[src/hw/rtl/tlrs_pkg.sv]
// Shared types and constants for the text line row segmenter.
`timescale 1ns / 1ps

package tlrs_pkg;

   localparam int PIXEL_BITS = 8;
   localparam logic [PIXEL_BITS-1:0] WHITE_THRESHOLD_RESET = 8'd230;

   localparam int CSR_DATA_BITS = 32;
   localparam int CSR_ADDR_BITS = 5;

   typedef enum logic [2:0] {
      REG_WINDOW_LEFT     = 3'd0,
      REG_WINDOW_RIGHT    = 3'd1,
      REG_WINDOW_TOP      = 3'd2,
      REG_WINDOW_BOTTOM   = 3'd3,
      REG_WHITE_THRESHOLD = 3'd4
   } reg_index_type;

   typedef enum logic {
      KIND_SEGMENT = 1'b0,
      KIND_SUMMARY = 1'b1
   } kind_type;

   // What a queued job asks the back end to send.
   typedef struct packed {
      logic seg;   // one segment record
      logic sum;   // frame summary, always sent last
   } job_flags_type;

endpackage

[src/hw/rtl/text_line_row_segmenter_unit.sv]
// Top level of the text line row segmenter: register file, front end, queue, back end.
`timescale 1ns / 1ps

// Text line row segmenter.
// req_ carries one pixel per request: channels and position in tdata, end of row
// in tuser, end of frame in tlast. A row inside the window whose pixels inside the
// column window are all brighter than the white threshold on every channel counts
// as white; each run of non-white rows is reported on rsp_ as a segment record,
// and every end-of-frame request adds a summary with the frame's line count.
// rsp_tlast marks the final response of a request.
// Throughput: one request per clock while the queue has room. The front end judges
// each pixel in the cycle it is taken and posts at most one job per request to a
// QUEUE_DEPTH-entry queue; the back end sends one response per clock while
// rsp_tready is high; an end-of-frame request that closes a run yields a segment
// record and then a summary. A job passes the queue and the back end's job register.
// When the receiver stalls, the back end holds its response and the queue fills;
// req_tready drops only once the queue is full. Pixels that post no job still need
// a free queue slot to be taken.
// Reset (synchronous) restores the window to the full frame, the threshold to its
// default, clears run tracking and empties the queue. Registers sit at byte addresses
// 0x00..0x10 on csr_; the user must write them while the block is idle (not enforced).

module text_line_row_segmenter_unit #(
   parameter int COORD_BITS  = 12,
   parameter int QUEUE_DEPTH = 4
) (
   input  logic                               clock,
   input  logic                               reset,
   // requests: pixels
   input  logic                               req_tvalid,
   output logic                               req_tready,
   // red, green, blue, col, row (lowest bit first), zero padded to bytes
   input  logic [((24+2*COORD_BITS+7)/8)*8-1:0] req_tdata,
   input  logic                               req_tuser,   // row_end
   input  logic                               req_tlast,   // frame_end
   // responses
   output logic                               rsp_tvalid,
   input  logic                               rsp_tready,
   // line_index, start_row, end_row, line_total (lowest bit first), zero padded
   output logic [((4*COORD_BITS+7)/8)*8-1:0]  rsp_tdata,
   output logic                               rsp_tuser,   // kind
   output logic                               rsp_tlast,   // last
   // register port
   input  logic                               csr_psel,
   input  logic                               csr_penable,
   input  logic                               csr_pwrite,
   input  logic [tlrs_pkg::CSR_ADDR_BITS-1:0] csr_paddr,
   input  logic [tlrs_pkg::CSR_DATA_BITS-1:0] csr_pwdata,
   output logic [tlrs_pkg::CSR_DATA_BITS-1:0] csr_prdata,
   output logic                               csr_pready
);
   import tlrs_pkg::*;

   localparam int JOB_BITS = 2 + 4 * COORD_BITS;
   localparam logic [COORD_BITS:0] WINDOW_FULL = {1'b1, {COORD_BITS{1'b0}}};
   localparam int COL_LSB = 3 * PIXEL_BITS;
   localparam int ROW_LSB = COL_LSB + COORD_BITS;

   // Register file
   logic [COORD_BITS:0]   window_left_ff, window_right_ff;
   logic [COORD_BITS:0]   window_top_ff, window_bottom_ff;
   logic [PIXEL_BITS-1:0] white_threshold_ff;
   logic                  csr_write;
   reg_index_type         reg_index;

   assign csr_pready = 1'b1;
   assign reg_index  = reg_index_type'(csr_paddr[4:2]);
   assign csr_write  = csr_psel & csr_penable & csr_pwrite & csr_pready;

   always_ff @(posedge clock) begin
      if (reset) begin
         window_left_ff     <= '0;
         window_right_ff    <= WINDOW_FULL;
         window_top_ff      <= '0;
         window_bottom_ff   <= WINDOW_FULL;
         white_threshold_ff <= WHITE_THRESHOLD_RESET;
      end else if (csr_write) begin
         case (reg_index)
            REG_WINDOW_LEFT:     window_left_ff     <= csr_pwdata[COORD_BITS:0];
            REG_WINDOW_RIGHT:    window_right_ff    <= csr_pwdata[COORD_BITS:0];
            REG_WINDOW_TOP:      window_top_ff      <= csr_pwdata[COORD_BITS:0];
            REG_WINDOW_BOTTOM:   window_bottom_ff   <= csr_pwdata[COORD_BITS:0];
            REG_WHITE_THRESHOLD: white_threshold_ff <= csr_pwdata[PIXEL_BITS-1:0];
            default: ;   // drop writes past the last register
         endcase
      end
   end

   always_comb begin
      case (reg_index)
         REG_WINDOW_LEFT:     csr_prdata = CSR_DATA_BITS'(window_left_ff);
         REG_WINDOW_RIGHT:    csr_prdata = CSR_DATA_BITS'(window_right_ff);
         REG_WINDOW_TOP:      csr_prdata = CSR_DATA_BITS'(window_top_ff);
         REG_WINDOW_BOTTOM:   csr_prdata = CSR_DATA_BITS'(window_bottom_ff);
         REG_WHITE_THRESHOLD: csr_prdata = CSR_DATA_BITS'(white_threshold_ff);
         default:             csr_prdata = '0;
      endcase
   end

   // Front end: take a pixel whenever the queue has room
   logic                  pix_accept;
   logic                  job_push;
   job_flags_type         job_flags;
   logic [COORD_BITS-1:0] job_index, job_start, job_end, job_total;
   logic                  q_full, q_empty, q_pop;
   logic [JOB_BITS-1:0]   q_push_data, q_pop_data;

   assign req_tready = !q_full;
   assign pix_accept = req_tvalid & req_tready;

   tlrs_front #(
      .COORD_BITS(COORD_BITS)
   ) u_front (
      .clock          (clock),
      .reset          (reset),
      .pix_valid      (pix_accept),
      .red            (req_tdata[PIXEL_BITS-1:0]),
      .green          (req_tdata[2*PIXEL_BITS-1:PIXEL_BITS]),
      .blue           (req_tdata[3*PIXEL_BITS-1:2*PIXEL_BITS]),
      .col            (req_tdata[COL_LSB +: COORD_BITS]),
      .row            (req_tdata[ROW_LSB +: COORD_BITS]),
      .row_end        (req_tuser),
      .frame_end      (req_tlast),
      .window_left    (window_left_ff),
      .window_right   (window_right_ff),
      .window_top     (window_top_ff),
      .window_bottom  (window_bottom_ff),
      .white_threshold(white_threshold_ff),
      .job_push       (job_push),
      .job_flags      (job_flags),
      .job_index      (job_index),
      .job_start      (job_start),
      .job_end        (job_end),
      .job_total      (job_total)
   );

   // Job queue: lets the front end keep taking pixels while responses stall
   assign q_push_data = {job_total, job_end, job_start, job_index, job_flags};

   tlrs_queue #(
      .WIDTH(JOB_BITS),
      .DEPTH(QUEUE_DEPTH)
   ) u_queue (
      .clock    (clock),
      .reset    (reset),
      .push     (job_push),
      .push_data(q_push_data),
      .full     (q_full),
      .pop      (q_pop),
      .pop_data (q_pop_data),
      .empty    (q_empty)
   );

   // Back end: one response per clock from the head job while rsp_tready is high
   kind_type rsp_kind;

   tlrs_back #(
      .COORD_BITS(COORD_BITS)
   ) u_back (
      .clock     (clock),
      .reset     (reset),
      .job_valid (!q_empty),
      .job_pop   (q_pop),
      .job_flags (job_flags_type'(q_pop_data[1:0])),
      .job_index (q_pop_data[2 +: COORD_BITS]),
      .job_start (q_pop_data[2 + COORD_BITS +: COORD_BITS]),
      .job_end   (q_pop_data[2 + 2*COORD_BITS +: COORD_BITS]),
      .job_total (q_pop_data[2 + 3*COORD_BITS +: COORD_BITS]),
      .rsp_tvalid(rsp_tvalid),
      .rsp_tready(rsp_tready),
      .rsp_tdata (rsp_tdata),
      .rsp_tuser (rsp_kind),
      .rsp_tlast (rsp_tlast)
   );

   assign rsp_tuser = rsp_kind;

endmodule

[src/hw/rtl/tlrs_front.sv]
// Front end: pixel classification, row evaluation and run tracking.
`timescale 1ns / 1ps

module tlrs_front #(
   parameter int COORD_BITS = 12
) (
   input  logic                            clock,
   input  logic                            reset,
   input  logic                            pix_valid,
   input  logic [tlrs_pkg::PIXEL_BITS-1:0] red,
   input  logic [tlrs_pkg::PIXEL_BITS-1:0] green,
   input  logic [tlrs_pkg::PIXEL_BITS-1:0] blue,
   input  logic [COORD_BITS-1:0]           col,
   input  logic [COORD_BITS-1:0]           row,
   input  logic                            row_end,
   input  logic                            frame_end,
   input  logic [COORD_BITS:0]             window_left,
   input  logic [COORD_BITS:0]             window_right,
   input  logic [COORD_BITS:0]             window_top,
   input  logic [COORD_BITS:0]             window_bottom,
   input  logic [tlrs_pkg::PIXEL_BITS-1:0] white_threshold,
   output logic                            job_push,
   output tlrs_pkg::job_flags_type         job_flags,
   output logic [COORD_BITS-1:0]           job_index,
   output logic [COORD_BITS-1:0]           job_start,
   output logic [COORD_BITS-1:0]           job_end,
   output logic [COORD_BITS-1:0]           job_total
);
   import tlrs_pkg::*;

   localparam logic [COORD_BITS-1:0] COORD_MAX = {COORD_BITS{1'b1}};

   logic                  row_all_white_ff, row_all_white_in;
   logic                  prev_row_white_ff, prev_row_white_in;
   logic [COORD_BITS-1:0] run_start_ff, run_start_in;
   logic [COORD_BITS-1:0] segment_count_ff, segment_count_in;

   logic                  in_rows, in_cols, is_white, row_white, row_done, judged;
   logic                  close_by_row, open_run, prev_after, close_at_frame, seg;
   logic [COORD_BITS-1:0] start_after, count_sat, bottom_end;
   logic [COORD_BITS:0]   bottom_m1;

   always_comb begin
      in_rows  = ({1'b0, row} >= window_top) && ({1'b0, row} < window_bottom);
      in_cols  = ({1'b0, col} >= window_left) && ({1'b0, col} < window_right);
      is_white = (red > white_threshold) && (green > white_threshold) &&
                 (blue > white_threshold);
      row_white = row_all_white_ff && !(in_rows && in_cols && !is_white);
      row_done  = row_end | frame_end;
      judged    = row_done & in_rows;

      close_by_row   = judged & row_white & !prev_row_white_ff;
      open_run       = judged & !row_white & prev_row_white_ff;
      prev_after     = judged ? row_white : prev_row_white_ff;
      start_after    = open_run ? row : run_start_ff;
      close_at_frame = frame_end & !prev_after;
      seg            = close_by_row | close_at_frame;

      count_sat = (segment_count_ff == COORD_MAX) ? COORD_MAX : segment_count_ff + 1'b1;

      // Window bottom minus one, clamped to the coordinate range
      bottom_m1 = window_bottom - 1'b1;
      if (window_bottom == '0) begin
         bottom_end = '0;
      end else if (bottom_m1[COORD_BITS]) begin
         bottom_end = COORD_MAX;
      end else begin
         bottom_end = bottom_m1[COORD_BITS-1:0];
      end
   end

   always_comb begin
      job_flags.seg = seg;
      job_flags.sum = frame_end;
      job_push      = pix_valid & (seg | frame_end);
      job_index     = segment_count_ff;
      job_start     = start_after;
      job_end       = close_by_row ? row - 1'b1 : bottom_end;
      job_total     = seg ? count_sat : segment_count_ff;
   end

   always_comb begin
      row_all_white_in  = row_all_white_ff;
      prev_row_white_in = prev_row_white_ff;
      run_start_in      = run_start_ff;
      segment_count_in  = segment_count_ff;
      if (pix_valid) begin
         if (frame_end) begin
            row_all_white_in  = 1'b1;
            prev_row_white_in = 1'b1;
            run_start_in      = '0;
            segment_count_in  = '0;
         end else begin
            row_all_white_in  = row_done ? 1'b1 : row_white;
            prev_row_white_in = prev_after;
            run_start_in      = start_after;
            segment_count_in  = seg ? count_sat : segment_count_ff;
         end
      end
   end

   always_ff @(posedge clock) begin
      if (reset) begin
         row_all_white_ff  <= 1'b1;
         prev_row_white_ff <= 1'b1;
         run_start_ff      <= '0;
         segment_count_ff  <= '0;
      end else begin
         row_all_white_ff  <= row_all_white_in;
         prev_row_white_ff <= prev_row_white_in;
         run_start_ff      <= run_start_in;
         segment_count_ff  <= segment_count_in;
      end
   end

endmodule

[src/hw/rtl/tlrs_queue.sv]
// Small job queue between the front and back ends.
`timescale 1ns / 1ps

module tlrs_queue #(
   parameter int WIDTH = 50,
   parameter int DEPTH = 4
) (
   input  logic             clock,
   input  logic             reset,
   input  logic             push,
   input  logic [WIDTH-1:0] push_data,
   output logic             full,
   input  logic             pop,
   output logic [WIDTH-1:0] pop_data,
   output logic             empty
);
   import tlrs_pkg::*;

   localparam int PTR_BITS = (DEPTH > 1) ? $clog2(DEPTH) : 1;
   localparam int CNT_BITS = $clog2(DEPTH + 1);

   logic [WIDTH-1:0]    slots_ff [DEPTH];
   logic [PTR_BITS-1:0] wr_ptr_ff, wr_ptr_in;
   logic [PTR_BITS-1:0] rd_ptr_ff, rd_ptr_in;
   logic [CNT_BITS-1:0] count_ff, count_in;

   always_comb begin
      full     = (count_ff == CNT_BITS'(DEPTH));
      empty    = (count_ff == '0);
      pop_data = slots_ff[rd_ptr_ff];

      wr_ptr_in = wr_ptr_ff;
      rd_ptr_in = rd_ptr_ff;
      if (push) begin
         wr_ptr_in = (wr_ptr_ff == PTR_BITS'(DEPTH - 1)) ? '0 : wr_ptr_ff + 1'b1;
      end
      if (pop) begin
         rd_ptr_in = (rd_ptr_ff == PTR_BITS'(DEPTH - 1)) ? '0 : rd_ptr_ff + 1'b1;
      end

      count_in = count_ff;
      if (push && !pop) begin
         count_in = count_ff + 1'b1;
      end else if (pop && !push) begin
         count_in = count_ff - 1'b1;
      end
   end

   always_ff @(posedge clock) begin
      if (push) begin
         slots_ff[wr_ptr_ff] <= push_data;
      end
   end

   always_ff @(posedge clock) begin
      if (reset) begin
         wr_ptr_ff <= '0;
         rd_ptr_ff <= '0;
         count_ff  <= '0;
      end else begin
         wr_ptr_ff <= wr_ptr_in;
         rd_ptr_ff <= rd_ptr_in;
         count_ff  <= count_in;
      end
   end

`ifndef SYNTHESIS
   a_no_push_when_full : assert property (@(posedge clock) disable iff (reset)
      push |-> !full) else $error("queue written while full");

   a_no_pop_when_empty : assert property (@(posedge clock) disable iff (reset)
      pop |-> !empty) else $error("queue read while empty");

   a_count_bounded : assert property (@(posedge clock) disable iff (reset)
      count_ff <= CNT_BITS'(DEPTH)) else $error("queue fill count out of range");
`endif

endmodule

[src/hw/rtl/tlrs_back.sv]
// Back end: expands queued jobs into segment and summary responses.
`timescale 1ns / 1ps

module tlrs_back #(
   parameter int COORD_BITS = 12
) (
   input  logic                             clock,
   input  logic                             reset,
   input  logic                             job_valid,
   output logic                             job_pop,
   input  tlrs_pkg::job_flags_type          job_flags,
   input  logic [COORD_BITS-1:0]            job_index,
   input  logic [COORD_BITS-1:0]            job_start,
   input  logic [COORD_BITS-1:0]            job_end,
   input  logic [COORD_BITS-1:0]            job_total,
   output logic                             rsp_tvalid,
   input  logic                             rsp_tready,
   output logic [((4*COORD_BITS+7)/8)*8-1:0] rsp_tdata,
   output tlrs_pkg::kind_type               rsp_tuser,
   output logic                             rsp_tlast
);
   import tlrs_pkg::*;

   localparam int OUT_DATA_BITS = ((4 * COORD_BITS + 7) / 8) * 8;

   logic                  busy_ff, busy_in;
   logic                  seg_sent_ff, seg_sent_in;
   job_flags_type         flags_ff;
   logic [COORD_BITS-1:0] index_ff, start_ff, end_ff, total_ff;

   logic show_seg, cur_last, done;

   always_comb begin
      show_seg = flags_ff.seg & !seg_sent_ff;
      cur_last = !(show_seg & flags_ff.sum);
      done     = busy_ff & rsp_tready & cur_last;
      job_pop  = job_valid & (!busy_ff | done);

      busy_in = busy_ff;
      if (job_pop) begin
         busy_in = 1'b1;
      end else if (done) begin
         busy_in = 1'b0;
      end

      seg_sent_in = seg_sent_ff;
      if (job_pop) begin
         seg_sent_in = 1'b0;
      end else if (busy_ff && rsp_tready && !cur_last) begin
         seg_sent_in = 1'b1;
      end
   end

   always_comb begin
      rsp_tvalid = busy_ff;
      rsp_tlast  = cur_last;
      if (show_seg) begin
         rsp_tuser = KIND_SEGMENT;
         rsp_tdata = OUT_DATA_BITS'({total_ff, end_ff, start_ff, index_ff});
      end else begin
         rsp_tuser = KIND_SUMMARY;
         rsp_tdata = OUT_DATA_BITS'({total_ff, {(3 * COORD_BITS){1'b0}}});
      end
   end

   always_ff @(posedge clock) begin
      if (reset) begin
         busy_ff     <= 1'b0;
         seg_sent_ff <= 1'b0;
      end else begin
         busy_ff     <= busy_in;
         seg_sent_ff <= seg_sent_in;
      end
   end

   always_ff @(posedge clock) begin
      if (job_pop) begin
         flags_ff <= job_flags;
         index_ff <= job_index;
         start_ff <= job_start;
         end_ff   <= job_end;
         total_ff <= job_total;
      end
   end

`ifndef SYNTHESIS
   a_job_not_empty : assert property (@(posedge clock) disable iff (reset)
      busy_ff |-> (flags_ff.seg || flags_ff.sum)) else $error("held job sends nothing");

   a_summary_follows : assert property (@(posedge clock) disable iff (reset)
      (rsp_tvalid && rsp_tready && !rsp_tlast) |=>
      (rsp_tvalid && rsp_tuser == KIND_SUMMARY))
      else $error("segment not followed by summary");
`endif

endmodule
[config.mk]
export PLATFORM = sky130hd
export DESIGN_NAME = text_line_row_segmenter_unit
export DESIGN_NICKNAME = d
export VERILOG_FILES = /design/src/hw/rtl/tlrs_pkg.sv /design/src/hw/rtl/text_line_row_segmenter_unit.sv /design/src/hw/rtl/tlrs_front.sv /design/src/hw/rtl/tlrs_queue.sv /design/src/hw/rtl/tlrs_back.sv
export SDC_FILE = /design/constraint.sdc
export NUM_CORES = 1
export LEC_CHECK = 0
export BUFFER_PORTS_ARGS = -buffer_cell sky130_fd_sc_hd__buf_2
export CORE_UTILIZATION = 25
export DETAILED_ROUTE_END_ITERATION = 8
export GPL_ROUTABILITY_DRIVEN = 1
export PLACE_DENSITY_LB_ADDON = 0.2
export SLEW_MARGIN = 10
export SYNTH_ARGS = -nofsm -noshare
export SYNTH_HDL_FRONTEND = slang
export SYNTH_HIERARCHICAL = 1
export SYNTH_SLANG_ARGS = --single-unit
[constraint.sdc]
create_clock -name clock -period 5 [get_ports clock]
set_clock_uncertainty 0.2 [all_clocks]
set_input_delay 0.5 -clock clock [delete_from_list [all_inputs] [get_ports clock]]
set_output_delay 0.5 -clock clock [all_outputs]
set_load 0.02 [all_outputs]
[Word level (Yosys, flattened, before mapping)]
Memories as Yosys holds them, arrays and structs flattened. A register that Yosys moved wholly into a read port is not among the register bits.
Index checks and enable logic that the tools add are counted.
Word-level totals
  bits in registers: 95
  bits in latches: 0
  bits in writable memories: 200
  memory bits (read-only): 0
  input port bits: 94
  word-level logic and storage cells: 113
  memories kept: 1
Operators by class
  add/sub/neg operators: 7
  $mul: 0
  divide/modulo/power cells: 0
  magnitude comparators: 7
  eq/ne operators: 8
  shifts and indexed selects: 0
  multiplexer cells: 23
  bitwise logic cells: 19
  reduce and logical (&&, ||, !) cells: 34
Memories
  u_queue.slots_ff: depth 4, width 50, rd ports 1, clocked after memory_dff 1, wr ports 1, RTL line tlrs_queue.sv:22  | logic [WIDTH-1:0] slots_ff [DEPTH];
Operator list (count)
  two-way mux 12 bit: 8
  case mux 13 bit (5 select lines): 1
  two-way mux 36 bit: 1
  greater-or-equal comparator 12 x 13 -> 1 bit: 2
  less-than comparator 12 x 13 -> 1 bit: 2
  > comparator 8 bit: 3
  AND 1 bit: 15
  zero test 13 bit: 1
  subtractor 13 x 1 -> 13 bit (second input constant): 1
  adder 12 x 1 -> 12 bit (second input constant): 1
  equality test 12 bit (second input constant): 1
  zero test 1 bit: 12
  subtractor 12 x 1 -> 12 bit (second input constant): 1
  logical AND 1 bit: 11
  AND reduction 2 bit: 5
  two-way mux 1 bit: 9
  equality test 3 x 2 -> 1 bit (second input constant): 2
  equality test 3 bit (second input constant): 2
  zero test 3 bit: 2
  two-way mux 3 bit: 2
  adder 2 x 1 -> 2 bit (second input constant): 2
  equality test 2 bit (second input constant): 2
  two-way mux 2 bit: 2
  OR 1 bit: 4
  5 further kinds: 6

[Depth between registers and ports, before layout]
  depth in word-level cells: 17
  gate-level depth with buffers: 18
  mapped depth without buffers: 17

[Cells and area by module]
The synthesis kept the hierarchy.
Modules (own cells, without submodules)
  tlrs_queue: instances 1, cells an instance 306, area an instance 7712.4 sq um, sequential area each 6185.9 sq um
  tlrs_front: instances 1, cells an instance 514, area an instance 3912.5 sq um, sequential area each 520.5 sq um
  text_line_row_segmenter_unit: instances 1, cells an instance 305, area an instance 3081.7 sq um, sequential area each 1201.2 sq um
  tlrs_back: instances 1, cells an instance 104, area an instance 1876.8 sq um, sequential area each 1541.5 sq um

[Worst setup path after synthesis]
OpenSTA, ideal clock, no wires.
  path kind: reg-to-reg
  start point: reg u_back.seg_sent_ff
  end point: reg u_queue.count_ff[2]
  setup time: 70 ps
  arrival: 4590 ps
  required time: 4730 ps
  path slack: 140 ps
  cell stages (with the launch flop): 11
  path buffers: 0
  period minus slack after synthesis: 4860 ps
  path through: dfxtp_1 > nand3b_1 > nand2_1 > a21oi_1 > inv_1 > ha_1 > inv_1 > fa_1 > xor2_1 > or3_1 > a21oi_1
Between the ends
  word-level cells in the longest chain between the ends: 10
  elaborated cells between the ends (all ways): 12
RTL lines
  start, declared: RTL line tlrs_back.sv:27  | logic seg_sent_ff, seg_sent_in;
  start signal, assigned: RTL line tlrs_back.sv:72  | seg_sent_ff <= seg_sent_in;
  zero test 1 bit *: RTL line tlrs_back.sv:34  | show_seg = flags_ff.seg & !seg_sent_ff;
  AND 1 bit *: RTL line tlrs_back.sv:34
  AND 1 bit *: RTL line tlrs_back.sv:35  | cur_last = !(show_seg & flags_ff.sum);
  zero test 1 bit *: RTL line tlrs_back.sv:35
  via rsp_tlast: RTL line text_line_row_segmenter_unit.sv:42  | output logic rsp_tlast,
  AND 1 bit *: RTL line tlrs_back.sv:36  | done = busy_ff & rsp_tready & cur_last;
  OR 1 bit *: RTL line tlrs_back.sv:37  | job_pop = job_valid & (!busy_ff | done);
  AND 1 bit *: RTL line tlrs_back.sv:37
  via q_pop: RTL line text_line_row_segmenter_unit.sv:105  | logic q_full, q_empty, q_pop;
  zero test 1 bit: RTL line tlrs_queue.sv:42  | if (push && !pop) begin
  logical AND 1 bit: RTL line tlrs_queue.sv:42
  two-way mux 3 bit / nonzero test 2 bit (equally long branches)
  end signal, assigned: RTL line tlrs_queue.sv:63  | count_ff <= count_in;
  end, declared: RTL line tlrs_queue.sv:25  | logic [CNT_BITS-1:0] count_ff, count_in;
Mark *: on every way through the listed nets, which the timed path passes. The rest lies on a longest branch.
A chain may end at the register's enable or synchronous reset.

[Worst setup path in the final report]
  start point: reg window_bottom_ff[10]
  end point: reg u_queue.count_ff[2]
Between the ends
  word-level cells in the longest chain between the ends: 15
  elaborated cells between the ends (all ways): 20
RTL lines
  start, declared: RTL line text_line_row_segmenter_unit.sv:61  | logic [COORD_BITS:0] window_top_ff, window_bottom_ff;
  start signal, assigned: RTL line text_line_row_segmenter_unit.sv:82  | REG_WINDOW_BOTTOM: window_bottom_ff <= csr_pwdata[COORD_BITS:0];
  less-than comparator 12 x 13 -> 1 bit *: RTL line tlrs_front.sv:44  | in_rows = ({1'b0, row} >= window_top) && ({1'b0, row} < window_bottom);
  logical AND 1 bit *: RTL line tlrs_front.sv:44
  logical AND 1 bit (2 in a row): RTL line tlrs_front.sv:48  | row_white = row_all_white_ff && !(in_rows && in_cols && !is_white);
  zero test 1 bit: RTL line tlrs_front.sv:48
  logical AND 1 bit: RTL line tlrs_front.sv:48
  two-way mux 1 bit: RTL line tlrs_front.sv:54  | prev_after = judged ? row_white : prev_row_white_ff;
  zero test 1 bit: RTL line tlrs_front.sv:56  | close_at_frame = frame_end & !prev_after;
  AND 1 bit: RTL line tlrs_front.sv:56
  OR 1 bit *: RTL line tlrs_front.sv:57  | seg = close_by_row | close_at_frame;
  OR 1 bit *: RTL line tlrs_front.sv:75  | job_push = pix_valid & (seg | frame_end);
  AND 1 bit *: RTL line tlrs_front.sv:75
  via job_push: RTL line text_line_row_segmenter_unit.sv:102  | logic job_push;
  zero test 1 bit: RTL line tlrs_queue.sv:44  | end else if (pop && !push) begin
  logical AND 1 bit: RTL line tlrs_queue.sv:44
  nonzero test 2 bit (no source line)
Marked as above.

==> results.yml <==
layout:
  drive_above_1_share_pct: 21.8
  mostFrequentLayoutCell: "edfxtp_1"
  synthToLayoutAreaGrowth_pct: 16.8
  final_cell_mix: "edfxtp_1, buf_2, dfxtp_1"
  register_area_mm2: 0.00946
  fin_nets: 1543
  multiInputGateArea_mm2: 0.00639
  fin_area_mm2: 0.0194
  fillerInstances: 6665
cts:
  cts_made_buffers: 40
  path_clk_slew_ps: 60
  cts_sinks: 347
  clock-root-buffer: "clkbuf_16"
  cts_htree_levels: 2
  cts.path.max_buffers: 3
  cts_tree: "yes"
  cts_resized: 0
  clkLatencyLatePin_ps: 570
sta:
  hold_viol_final: 0
  fin_setup_tns_ps: 0
  hold_slack_ps: 32.4
  slew_headroom_pct: 42.5
  rsz0062_at_grt: "no"
  setup_viol: 0
  finalCritPeriodShare_pct: 84.8
  fin_crit_ps: 4240
  clock.fmax_mhz: 236
  worst_pin_slew_ps: 855
  final-max-slew-violation-count: 0
route:
  drtIter0Drc: 491
  drc_errors: 0
  wl_per_cell_um: 17.5
  dr.pass1.iters: 4
  via_per_inst: 4.43
  postRouteAntennaNets: 0
  wl_mm: 39.7
  vias: 10030
grt:
  grt_pass1_wl_mm: 60.8
  antenna_found_initial: 5
  grt_max_degree: 53
  grt-ovfl-total: 0
  grt_pass1_vias: 10228
  grt.busiest_layer: "met2"
  use_met2_pct: 19.1
  grt_use_met3_pct: 2.50
  grtUsageTotal_pct: 11.7
  grt_util_met1_pct: 15.5
critical_path:
  reg2reg_depth: 17
  path_common_cell: "inv_1"
  cp_data_arrival_time_ps: 4520
  slowest_stage: "dfxtp_1"
  start_kind: "flop"
  critical_path.startpoint: "window_bottom_ff[10]"
  cp.depth: 17
  crit_family: "compound AO/OA/AOI/OAI gates"
  path_cells: "inv_1, ha_1, a41o_1, a22oi_1, o21ai_0, a21oi_1, nand2_1, nor2_1, nand4_1, a21bo_2, inv_1, ha_1, inv_1, fa_1, xor2_1, or3_1, a21oi_1"
  end_kind: "flop"
  crit_type: "flop to flop"
  timing.rr.start: "window_bottom_ff[10]"
  crit_required_ps: 5280
  critPathMaxFanout: 8
  cp.buffers_inverters: 3
  worst_path_largest_cell_delay_ps: 530
synth:
  async_reset_ff_share_pct: 0
  synth_cell_types: 77
  yosysSeqAreaShare_pct: 57.0
  ys_ff_latch: 347
  synth_area_mm2: 0.0166
  synth_edf_count: 250
  synthCells: 1229
  syn-mean-instance-area_um2: 13.5
  synth_top_flop_cell: "edfxtp_1"
  ys_warn_count: 6
status:
  status: "completed"
placed_design:
  dpl.hpwl_mm: 27.1
  gp_congestion: 0.767
  port-buffer-count: 137
  place_area_mm2: 0.0181
die:
  rows: 94
  dieArea_mm2: 0.0674
  io_pins: 179
  die_x_um: 260
  die_height_um: 260
  coreArea_mm2: 0.0657
  start_util_pct: 25.2
power_and_ir_drop:
  power_mw: 8.44
  cellPowerDensity_mw_per_mm2: 436
  p_leak_nw: 7.05
  peakVddDrop_v: 0.000261
min_path:
  min_path_cells: 3
  min_path_type: "input port to flop"
  hold_start: "csr_pwdata[2]"
job:
  max_cap_viol_count: 0
[worst paths after layout]
path,end,slack [ps]
hold / removal,white_threshold_ff[2],30
setup reg to reg,u_queue/count_ff[2],760
hold reg to reg,u_front/run_start_ff[1],270
setup / recovery,u_queue/count_ff[2],760
[cell usage after synthesis, types with 7 or more instances]
| cell | number | area share [%] |
|---|---|---|
| xnor2_1 | 12 | 0.63 |
| buf_2 | 13 | 0.39 |
| mux2i_1 | 65 | 3.9 |
| ha_1 | 79 | 6.0 |
| mux2_2 | 20 | 1.4 |
| nand3_1 | 14 | 0.42 |
| edfxtp_1 | 250 | 45 |
| a311oi_1 | 8 | 0.42 |
| buf_6 | 8 | 0.54 |
| xor2_1 | 7 | 0.37 |
| inv_1 | 76 | 1.7 |
| a22oi_1 | 15 | 0.68 |
| a21oi_1 | 59 | 1.8 |
| nand2b_1 | 82 | 3.1 |
| nor3_1 | 10 | 0.30 |
| o22ai_1 | 8 | 0.30 |
| a21o_1 | 9 | 0.41 |
| o21ai_0 | 16 | 0.48 |
| a31oi_1 | 15 | 0.57 |
| o211ai_1 | 7 | 0.32 |
| clkbuf_1 | 19 | 0.43 |
| nand4_1 | 14 | 0.53 |
| and2_1 | 47 | 1.8 |
| nor2b_1 | 15 | 0.57 |
| nor2_1 | 49 | 1.1 |
| nand2_1 | 40 | 0.91 |
| mux4_2 | 55 | 7.5 |
| and3_1 | 9 | 0.34 |
| buf_4 | 28 | 1.3 |
| dfxtp_1 | 97 | 12 |
[registers in the layout (all words and copies together) (netlist names), 2 cells and up, named ones only]
signal                cells
u_back/start_ff          12
u_front/job_index        12
window_top_ff            13
u_back/end_ff            12
u_queue/slots_ff        200
window_bottom_ff         13
window_right_ff          13
u_back/total_ff          12
u_queue/count_ff          3
window_left_ff           13
u_back/index_ff          12
white_threshold_ff        8
u_front/run_start_ff     12
u_back/flags_ff           2
u_queue/rd_ptr_ff         2
u_queue/wr_ptr_ff         2
[kinds of logic (layout without fill, tap and decap cells)]
group                    count (synthesis)  in the layout  share of synthesized area (%)
flip-flops                             347            347                           57.0
AO/OA/AOI/OAI                          173            173                           7.22
multiplexers                           141            141                           12.8
XOR/XNOR                                19             19                           1.00
buffers and inverters                  151            304                           5.02
other                                    2             22                         0.0453
adder cells (fa/ha/maj)                 83             83                           6.26
AND/OR/NAND/NOR                        313            313                           10.7
[per-layer routing]
layer / part of all wire, % / wire length, um / vias to the layer above
met4: 2.3 / 927 / 4
met2: 47 / 18600 / 193
met5: 0.058 / 23 / -
li1: - / - / 4846
met3: 4.3 / 1690 / 56
met1: 46 / 18500 / 4931
[worst register-to-register path, delay by kind of cell, from the launching register on]
| family | cells | cell delay [ps] |
|---|---|---|
| compound gates | 6 | 1110 |
| xor+xnor | 1 | 160 |
| fa+ha+maj | 3 | 930 |
| buf+inv | 3 | 380 |
| flops | 1 | 530 |
| simple gates | 4 | 850 |
[repair_timing]
action,CTS,global route
setup endpoints to repair,0,0
setup buffers,0,0
hold endpoints to repair,3,0
hold buffers,3,0
[stage by stage]
stage,instances,utilization [%],setup WS (ps)
3_5_place_dp,2188,27.5,638
3_3_place_gp,2188,27.5,709
2_1_floorplan,1247,-,140
4_1_cts,2264,29.5,698
5_1_grt,2266,29.5,374
6_report,2266,29.5,760
[final cells by class]
| cell class | count | share of cell area (%) |
|---|---|---|
| inverter | 77 | 1.50 |
| multi-input combinational | 749 | 33.0 |
| clock inverter | 13 | 0.878 |
| clock buffer | 60 | 5.76 |
| antenna | 2 | 0.0258 |
| timing repair buffer | 154 | 4.49 |
| sequential | 347 | 48.8 |
| tap | 864 | 5.58 |
[report_power, final]
part,leakage (nW),switching (mW),total (mW),internal (mW)
registers,3.06,0.251,3.78,3.53
clock network,0.625,1.18,2.89,1.71
logic,3.37,1.01,1.78,0.767
total,7.05,2.44,8.44,6.00
No activity file was read; power rests on OpenSTA's default activity.
